**config.mk**
```make
export PLATFORM = sky130hd
export DESIGN_NAME = varint_stream_decoder_core_flat
export DESIGN_NICKNAME = d
export VERILOG_FILES = /design/src/hw/rtl/vsd_pkg.sv /design/src/hw/rtl/vsd_byte_if.sv /design/src/hw/rtl/vsd_result_if.sv /design/src/hw/rtl/vsd_cfg_regs.sv /design/src/hw/rtl/vsd_decode.sv /design/src/hw/rtl/varint_stream_decoder_core.sv /design/src/flat_wrapper.sv
export SDC_FILE = /design/constraint.sdc
export NUM_CORES = 1
export LEC_CHECK = 0
export BUFFER_PORTS_ARGS = -buffer_cell sky130_fd_sc_hd__buf_2
export CAP_MARGIN = 20
export CORE_ASPECT_RATIO = 1.75
export CORE_MARGIN = 2
export CORE_UTILIZATION = 55
export CTS_CLUSTER_DIAMETER = 30
export CTS_CLUSTER_SIZE = 24
export DETAILED_ROUTE_END_ITERATION = 8
export HOLD_SLACK_MARGIN = 0.12
export MAX_ROUTING_LAYER = met4
export PLACE_DENSITY = 0.85
export SYNTH_ARGS = -nofsm -noshare
export SYNTH_HDL_FRONTEND = slang
export SYNTH_SLANG_ARGS = --single-unit
export TNS_END_PERCENT = 5
```
**constraint.sdc**
```tcl
create_clock -name i_clk -period 8.4 [get_ports i_clk]
set_input_delay 1.26 -clock i_clk [delete_from_list [all_inputs] [get_ports i_clk]]
set_output_delay 1.26 -clock i_clk [all_outputs]
set_load 0.005 [all_outputs]
```
**src/hw/rtl/vsd_pkg.sv**
```systemverilog
package vsd_pkg;

    // Field widths fixed by the stream format.
    localparam int unsigned VALUE_W  = 64;
    localparam int unsigned INDEX_W  = 16;
    localparam int unsigned STATUS_W = 2;
    localparam int unsigned BYTES_W  = 4;
    localparam int unsigned COUNT_W  = 16;
    localparam int unsigned BITPOS_W = 7;

    // Bit 7 of a code byte flags that more groups of the same value follow.
    localparam int unsigned CONT_BIT = 7;

    // Bit position saturates here during long runs of zero groups.
    localparam logic [BITPOS_W-1:0] BITPOS_CAP = 7'd70;

    // Result status codes.
    localparam logic [STATUS_W-1:0] ST_OK        = 2'd0;
    localparam logic [STATUS_W-1:0] ST_TOO_WIDE  = 2'd1;
    localparam logic [STATUS_W-1:0] ST_TOO_MANY  = 2'd2;
    localparam logic [STATUS_W-1:0] ST_TRUNCATED = 2'd3;

    // Configuration register indexes.
    localparam logic REG_VALUE_BYTES = 1'b0;
    localparam logic REG_VALUE_COUNT = 1'b1;

    typedef struct packed {
        logic [BYTES_W-1:0] value_bytes;
        logic [COUNT_W-1:0] value_count;
    } t_cfg;

    typedef struct packed {
        logic [VALUE_W-1:0]  value;
        logic [INDEX_W-1:0]  value_index;
        logic [STATUS_W-1:0] status;
        logic                last;
    } t_result;

endpackage

```
**src/hw/rtl/vsd_byte_if.sv**
```systemverilog
interface vsd_byte_if;
    logic       valid;
    logic       ready;
    logic [7:0] code_byte;
    logic       stream_end;

    modport source (output valid, output code_byte, output stream_end, input ready);
    modport sink   (input valid, input code_byte, input stream_end, output ready);
endinterface

```
**src/hw/rtl/vsd_result_if.sv**
```systemverilog
interface vsd_result_if;
    logic                                valid;
    logic                                ready;
    logic [vsd_pkg::VALUE_W-1:0]         value;
    logic [vsd_pkg::INDEX_W-1:0]         value_index;
    logic [vsd_pkg::STATUS_W-1:0]        status;
    logic                                last;

    modport source (output valid, output value, output value_index, output status,
                    output last, input ready);
    modport sink   (input valid, input value, input value_index, input status,
                    input last, output ready);
endinterface

```
**src/hw/rtl/vsd_cfg_regs.sv**
```systemverilog
module vsd_cfg_regs (
    input  logic                          i_clk,
    input  logic                          i_rst_n,
    input  logic                          i_cfg_we,
    input  logic                          i_cfg_index,
    input  logic [vsd_pkg::COUNT_W-1:0]   i_cfg_wdata,
    output vsd_pkg::t_cfg                 o_cfg
);

    vsd_pkg::t_cfg r_cfg;

    // Register file write; each register keeps the low bits of the data.
    always_ff @(posedge i_clk) begin
        if (!i_rst_n) begin
            r_cfg.value_bytes <= 4'd8;
            r_cfg.value_count <= '0;
        end else if (i_cfg_we) begin
            case (i_cfg_index)
                vsd_pkg::REG_VALUE_BYTES: begin
                    r_cfg.value_bytes <= i_cfg_wdata[vsd_pkg::BYTES_W-1:0];
                end
                vsd_pkg::REG_VALUE_COUNT: begin
                    r_cfg.value_count <= i_cfg_wdata;
                end
                default: begin
                    r_cfg <= r_cfg;
                end
            endcase
        end
    end

    assign o_cfg = r_cfg;

endmodule

```
**src/hw/rtl/vsd_decode.sv**
```systemverilog
module vsd_decode #(
    parameter int MAX_VALUE_BYTES = 8,
    parameter int INDEX_BITS      = 16
) (
    input  logic                 i_clk,
    input  logic                 i_rst_n,
    input  logic                 i_step,
    input  logic [7:0]           i_code_byte,
    input  logic                 i_stream_end,
    input  vsd_pkg::t_cfg        i_cfg,
    output logic                 o_res_valid,
    output vsd_pkg::t_result     o_res
);

    localparam int ACC_W  = MAX_VALUE_BYTES * 8;
    localparam int IDX_KW = (INDEX_BITS < 16) ? INDEX_BITS : 16;
    localparam logic [vsd_pkg::INDEX_W-1:0] IDX_MASK =
        vsd_pkg::INDEX_W'((17'd1 << IDX_KW) - 17'd1);

    logic [ACC_W-1:0]                  r_acc, n_acc;
    logic [vsd_pkg::BITPOS_W-1:0]      r_bitpos, n_bitpos;
    logic [vsd_pkg::COUNT_W-1:0]       r_counter, n_counter;
    logic                              r_discard, n_discard;

    logic [6:0]                        payload;
    logic                              cont;
    logic [vsd_pkg::BYTES_W-1:0]       nbytes;
    logic [6:0]                        width;
    logic [6:0]                        room;
    logic                              overflow;
    logic [ACC_W-1:0]                  acc_new;
    logic [7:0]                        bitpos_sum;
    logic [vsd_pkg::BITPOS_W-1:0]      bitpos_new;
    logic [vsd_pkg::INDEX_W-1:0]       index_now;

    assign payload = i_code_byte[6:0];
    assign cont    = i_code_byte[vsd_pkg::CONT_BIT];

    // Clamp the configured width to 1..MAX_VALUE_BYTES and convert to bits.
    always_comb begin
        if (i_cfg.value_bytes == '0) begin
            nbytes = 4'd1;
        end else if (i_cfg.value_bytes > vsd_pkg::BYTES_W'(MAX_VALUE_BYTES)) begin
            nbytes = vsd_pkg::BYTES_W'(MAX_VALUE_BYTES);
        end else begin
            nbytes = i_cfg.value_bytes;
        end
        width = {nbytes[3:0], 3'b000};
    end

    // A set payload bit at or above the value width is an overflow.
    always_comb begin
        room     = width - r_bitpos;
        overflow = 1'b0;
        if (payload != '0) begin
            if (r_bitpos >= width) begin
                overflow = 1'b1;
            end else if (room < 7'd7) begin
                overflow = (payload >> room[2:0]) != '0;
            end
        end
    end

    // Merge the new group; groups beyond the accumulator carry only zeros.
    assign acc_new    = r_acc | (ACC_W'(payload) << r_bitpos);
    assign bitpos_sum = {1'b0, r_bitpos} + 8'd7;
    assign bitpos_new = (bitpos_sum > {1'b0, vsd_pkg::BITPOS_CAP}) ?
                        vsd_pkg::BITPOS_CAP : bitpos_sum[6:0];
    assign index_now  = r_counter & IDX_MASK;

    // Per-byte decision: drop, error, finished value or partial value.
    always_comb begin
        n_acc             = r_acc;
        n_bitpos          = r_bitpos;
        n_counter         = r_counter;
        n_discard         = r_discard;
        o_res_valid       = 1'b0;
        o_res.value       = '0;
        o_res.value_index = index_now;
        o_res.status      = vsd_pkg::ST_OK;
        o_res.last        = i_stream_end;

        if (i_step) begin
            if (i_cfg.value_count == '0 || r_discard) begin
                if (i_stream_end) begin
                    n_acc     = '0;
                    n_bitpos  = '0;
                    n_counter = '0;
                    n_discard = 1'b0;
                end
            end else if (r_counter >= i_cfg.value_count || overflow || 
                         (cont && i_stream_end)) begin
                o_res_valid = 1'b1;
                if (r_counter >= i_cfg.value_count) begin
                    o_res.status = vsd_pkg::ST_TOO_MANY;
                end else if (overflow) begin
                    o_res.status = vsd_pkg::ST_TOO_WIDE;
                end else begin
                    o_res.status = vsd_pkg::ST_TRUNCATED;
                end
                n_acc    = '0;
                n_bitpos = '0;
                if (i_stream_end) begin
                    n_counter = '0;
                    n_discard = 1'b0;
                end else begin
                    n_discard = 1'b1;
                end
            end else if (!cont) begin
                o_res_valid = 1'b1;
                o_res.value = vsd_pkg::VALUE_W'(acc_new);
                n_acc       = '0;
                n_bitpos    = '0;
                n_counter   = i_stream_end ? '0 : r_counter + 16'd1;
            end else begin
                n_acc    = acc_new;
                n_bitpos = bitpos_new;
            end
        end
    end

    // Stream state.
    always_ff @(posedge i_clk) begin
        if (!i_rst_n) begin
            r_acc     <= '0;
            r_bitpos  <= '0;
            r_counter <= '0;
            r_discard <= 1'b0;
        end else begin
            r_acc     <= n_acc;
            r_bitpos  <= n_bitpos;
            r_counter <= n_counter;
            r_discard <= n_discard;
        end
    end

endmodule

```
**src/hw/rtl/varint_stream_decoder_core.sv**
```systemverilog
// Unsigned LEB128 varint stream decoder.
// Input channel i_byte carries one code byte per request with a stream_end
// flag on the last byte of a stream. Output channel o_result carries one
// decoded value (or an error report) per request with its index, a status
// code and a last flag. Bytes that continue a value, or that are dropped
// after an error, produce no result.
// Configuration: i_cfg_we writes i_cfg_wdata to register i_cfg_index
// (0: value width in bytes, 1: number of values expected); write only
// while the block is idle.
// Throughput: one byte per cycle unless o_result stalls, set by the single
// decode step between the input and result registers, which updates the
// stream state.
// Reset: the value width returns to 8 bytes, the count to 0, all stream
// state clears and both channels are empty.
// Stall: while a result waits, one more byte enters the input register;
// beyond that i_byte.ready drops until o_result.ready is seen.
module varint_stream_decoder_core #(
    parameter int MAX_VALUE_BYTES = 8,
    parameter int INDEX_BITS      = 16
) (
    input  logic                         i_clk,
    input  logic                         i_rst_n,
    input  logic                         i_cfg_we,
    input  logic                         i_cfg_index,
    input  logic [vsd_pkg::COUNT_W-1:0]  i_cfg_wdata,
    vsd_byte_if.sink                     i_byte,
    vsd_result_if.source                 o_result
);

    vsd_pkg::t_cfg    cfg;
    vsd_pkg::t_result res;
    logic             res_valid;
    logic             advance;
    logic             step;

    logic             r_in_valid;
    logic [7:0]       r_in_byte;
    logic             r_in_end;
    logic             r_out_valid;
    vsd_pkg::t_result r_out;

    vsd_cfg_regs u_cfg (
        .i_clk       (i_clk),
        .i_rst_n     (i_rst_n),
        .i_cfg_we    (i_cfg_we),
        .i_cfg_index (i_cfg_index),
        .i_cfg_wdata (i_cfg_wdata),
        .o_cfg       (cfg)
    );

    // A held byte is decoded when the result register can take its output.
    assign advance      = !r_out_valid || o_result.ready;
    assign step         = r_in_valid && advance;
    assign i_byte.ready = !r_in_valid || advance;

    // Input register.
    always_ff @(posedge i_clk) begin
        if (!i_rst_n) begin
            r_in_valid <= 1'b0;
        end else if (i_byte.ready) begin
            r_in_valid <= i_byte.valid;
        end
    end

    always_ff @(posedge i_clk) begin
        if (i_byte.ready) begin
            r_in_byte <= i_byte.code_byte;
            r_in_end  <= i_byte.stream_end;
        end
    end

    vsd_decode #(
        .MAX_VALUE_BYTES (MAX_VALUE_BYTES),
        .INDEX_BITS      (INDEX_BITS)
    ) u_decode (
        .i_clk        (i_clk),
        .i_rst_n      (i_rst_n),
        .i_step       (step),
        .i_code_byte  (r_in_byte),
        .i_stream_end (r_in_end),
        .i_cfg        (cfg),
        .o_res_valid  (res_valid),
        .o_res        (res)
    );

    // Result register.
    always_ff @(posedge i_clk) begin
        if (!i_rst_n) begin
            r_out_valid <= 1'b0;
        end else if (advance) begin
            r_out_valid <= step && res_valid;
        end
    end

    always_ff @(posedge i_clk) begin
        if (step && res_valid) begin
            r_out <= res;
        end
    end

    assign o_result.valid       = r_out_valid;
    assign o_result.value       = r_out.value;
    assign o_result.value_index = r_out.value_index;
    assign o_result.status      = r_out.status;
    assign o_result.last        = r_out.last;

endmodule
```
**src/flat_wrapper.sv**
```systemverilog
// flat-port wrapper written by rule: the top's interface ports become plain ports
module varint_stream_decoder_core_flat 
#(
    parameter int MAX_VALUE_BYTES = 8,
    parameter int INDEX_BITS      = 16
)
  (i_clk, i_rst_n, i_cfg_we, i_cfg_index, i_cfg_wdata, i_byte_valid, i_byte_code_byte, i_byte_stream_end, i_byte_ready, o_result_valid, o_result_value, o_result_value_index, o_result_status, o_result_last, o_result_ready);
  vsd_byte_if i_byte_i ();
  vsd_result_if o_result_i ();
  input  logic i_clk;
  input  logic i_rst_n;
  input  logic i_cfg_we;
  input  logic i_cfg_index;
  input  logic [vsd_pkg::COUNT_W-1:0] i_cfg_wdata;
  input wire logic [$bits(i_byte_i.valid)-1:0] i_byte_valid;
  input wire logic [$bits(i_byte_i.code_byte)-1:0] i_byte_code_byte;
  input wire logic [$bits(i_byte_i.stream_end)-1:0] i_byte_stream_end;
  output wire logic [$bits(i_byte_i.ready)-1:0] i_byte_ready;
  output wire logic [$bits(o_result_i.valid)-1:0] o_result_valid;
  output wire logic [$bits(o_result_i.value)-1:0] o_result_value;
  output wire logic [$bits(o_result_i.value_index)-1:0] o_result_value_index;
  output wire logic [$bits(o_result_i.status)-1:0] o_result_status;
  output wire logic [$bits(o_result_i.last)-1:0] o_result_last;
  input wire logic [$bits(o_result_i.ready)-1:0] o_result_ready;
  assign i_byte_i.valid = i_byte_valid;
  assign i_byte_i.code_byte = i_byte_code_byte;
  assign i_byte_i.stream_end = i_byte_stream_end;
  assign i_byte_ready = i_byte_i.ready;
  assign o_result_valid = o_result_i.valid;
  assign o_result_value = o_result_i.value;
  assign o_result_value_index = o_result_i.value_index;
  assign o_result_status = o_result_i.status;
  assign o_result_last = o_result_i.last;
  assign o_result_i.ready = o_result_ready;
  varint_stream_decoder_core #(.MAX_VALUE_BYTES(MAX_VALUE_BYTES), .INDEX_BITS(INDEX_BITS)) u_core (.i_clk(i_clk), .i_rst_n(i_rst_n), .i_cfg_we(i_cfg_we), .i_cfg_index(i_cfg_index), .i_cfg_wdata(i_cfg_wdata), .i_byte(i_byte_i), .o_result(o_result_i));
endmodule
```
==> out/qor.csv <==
metric,value,unit
crit_chain,"inv_1, ha_1, and3_1, a221oi_2, xnor2_1, o41a_1, a31oi_4, buf_4",
max-vdd-ir-drop,240.4,uV
synth_common_cells,"nor2_1, a21oi_1, dfxtp_1",
synth_cells,961,
grt_usage,25.96,%
synth-seq-cells,202,
antenna_found_initial,0,
clkPwrFrac,46.8,%
slowest_stage,buf_4,
routedWlPerCell,17.26,um
synth_enable_flop_cells,92,
clock_path_buffers,3,
grt_max_degree,76,
ant_nets,0,
cts_inserted_buffers,25,
synth.area.top_cells,"edfxtp_1, dfxtp_1, a21oi_1",
swShare,25.84,%
timing.max_cap.violations,0,
r2r_cells,8,
avgViaCountPerCell,5.771,
fin_skew,0.01695,ns
ys_warn_count,0,
netlist_area,0.009219,mm2
power.density,229.5,mW/mm2
final_core_util,66.12,%
synthXorXnorAreaFrac,0.2850,%
power_switching,644.9,uW
r2r_slack,4.00,ns
synth_area_leader_cell,edfxtp_1,
r2r-end,u_core.o_result.value_index[8],
synth-simple-area-share,18.08,%
layout.nets,1115,
drc,0,
final_max_slew_viol_count,0,
design.die.area,0.01785,mm2
synth_flop_cell,dfxtp_1,
synth.most_common_cell,nor2_1,
grt_pass1_wl,35600,um
ctsResizeCount,0,
required,8.55,ns
max_stage_delay,0.75,ns
cts_tree,yes,
worstPathArrival,4.54,ns
worst_setup_path_start_kind,flop,
fp.dieH,175.3,um
fillers,1356,
num_vias,7525,
critPathTopFamily,compound AO/OA/AOI/OAI gates,
final-hold-violation-count,0,
worstSetupPathType,flop to flop,
avgSynthCellArea,9.593,um2
synth_fa_ha_area_share,3.122,%
grt_pass1_vias,7176,
hold_buffers,0,
synthArstFlopShare,0,%
synth_top_area_share,29.97,%
dp_hpwl,16170,um
max_freq,227.4,MHz
pin_count,116,
max_slew.worst_pin.slew,1.003,ns
path_clk_slew,0.07,ns
cp_num_buf_inv,2,
start_util,56.06,%
root_buffer,clkbuf_16,
postLayoutCellArea,0.01087,mm2
setup_viol,0,
routabilityCongestion,0.9302,
place_area,0.009930,mm2
rows,62,
syn_nets,1015,
first_pass_iters,7,
min_period_over_period,52.36,%
cellInternalPower,1851,uW
crit_start,u_core.u_decode.r_bitpos[3],
synth.area.mux_share,2.172,%
rsz0062_at_grt,no,
yosysSeqAreaShare,53.85,%
cellLeakagePower,0.004029,uW
ys_types,74,
totalWireLength,22510,um
combPwrFrac,9.4,%
cp_num_cells,8,
seqPwrFrac,43.8,%
port_buffers,115,
timing.setup.tns,0,ns
antenna_cells,0,
worst_slew_margin_rel,32.92,%
synthToLayoutAreaGrowth,17.96,%
overflow,0,
cts.sinks,202,
die_w,101.9,um
endpoint_kind,flop,
crit_end,u_core.o_result.value_index[8],
coreArea,0.01645,mm2
post_cts_buffers,0,
hold_class,flop to flop,
period_needed,4.398,ns
htree_levels,1,
synth-compound-area-share,18.54,%
outcome,"complete, no violations",
cp_max_fo,75,
drive_gt1_share,18.52,%
drt_iter0_markers,394,
worstReg2RegStart,u_core.u_decode.r_bitpos[3],
clk-insertion-delay-late,0.52,ns
synth_top_family_by_area,compound AO/OA/AOI/OAI gates,
-- area by class of cell --
type / instances / area, um2 / area share, %
sequential: 202 / 4965 / 45.66
clock buffer: 27 / 633.1 / 5.822
tap: 224 / 280.3 / 2.577
clock inverter: 19 / 296.5 / 2.727
multi-input combinational: 675 / 3925 / 36.09
inverter: 31 / 116.4 / 1.070
timing repair buffer: 126 / 658.1 / 6.052
-- state kept, by name, indices dropped and copies added, names as in the netlist, 2 cells and up --
signal                       flops
u_core.o_result.status           2
u_core.u_decode.r_acc           64
u_core.r_in_byte                 8
u_core.o_result.value_index     16
u_core.u_decode.index_now       16
u_core.u_decode.r_bitpos         7
u_core.u_cfg.o_cfg              20
u_core.o_result.value           64
-- worst register-to-register path, stage by stage (launching register included) --
cell and delay [ns]:
dfxtp_1 0.70, inv_1 0.37, ha_1 0.46, and3_1 0.26, a221oi_2 0.24, xnor2_1 0.12, o41a_1 0.61, a31oi_4 0.44
buf_4 0.75
-- metrics by stage --
step	total power (uW)	cells	setup WS, ns	hold WS [ns]
3_5_place_dp	1347	1256	4.011	0.4514
2_1_floorplan	1273	961	0.8396	0.4244
3_3_place_gp	1344	1256	4.097	0.4374
4_1_cts	2506	1302	3.975	0.4603
6_report	2496	1304	4.002	0.4530
5_1_grt	2578	1304	3.676	0.4873
-- how the worst min path moves through the flow --
stage                                    startpoint                        end  slack [ns]  cells after the start
final                     u_core.u_decode.r_acc[49]  u_core.u_decode.r_acc[49]        0.45                      2
after global routing      u_core.u_decode.r_acc[49]  u_core.u_decode.r_acc[49]        0.49                      2
after CTS                 u_core.u_decode.r_acc[49]  u_core.u_decode.r_acc[49]        0.46                      2
after detailed placement  u_core.u_decode.r_acc[49]  u_core.u_decode.r_acc[49]        0.45                      2
after global placement    u_core.u_decode.r_acc[49]  u_core.u_decode.r_acc[49]        0.44                      2
after floorplan                     u_core.r_in_end       u_core.o_result.last        0.42                      0
-- layout by cell type, fill, tap and decap left out, drive strengths merged, types with 8 or more instances in the layout --
cell type / instances
o21ai: 27
nor2b: 19
mux2i: 11
ha: 23
edfxtp: 92
nand4: 11
dfxtp: 110
nand3: 17
nor2: 170
o31ai: 8
nor4: 8
a21boi: 25
inv: 39
nand2: 82
o211ai: 9
and3: 10
a21oi: 136
buf: 125
and2: 8
nor3: 16
clkbuf: 28
-- layer usage --
metal,wire [um],track usage (%)
met1,7551,25.26
met2,12700,48.57
met4,1304,13.94
met5,0,-
met3,956,2.786
-- power groups by stage --
stage	sequential [uW]	combinational, uW	clock, uW
2_1_floorplan	1110	160	0
3_3_place_gp	1110	230	0
3_5_place_dp	1110	233	0
4_1_cts	1090	235	1180
5_1_grt	1100	258	1220
6_report	1090	235	1170
-- logic make-up after synthesis --
kind of cell	Yosys count
and+or+nand+nor	362
AOI/OAI and AO/OA	269
DFF	202
buffers and inverters	84
adders and majority gates	23
muxes	18
xor gates and xnor gates	3
Note: power is estimated with default switching activity, not from simulation.
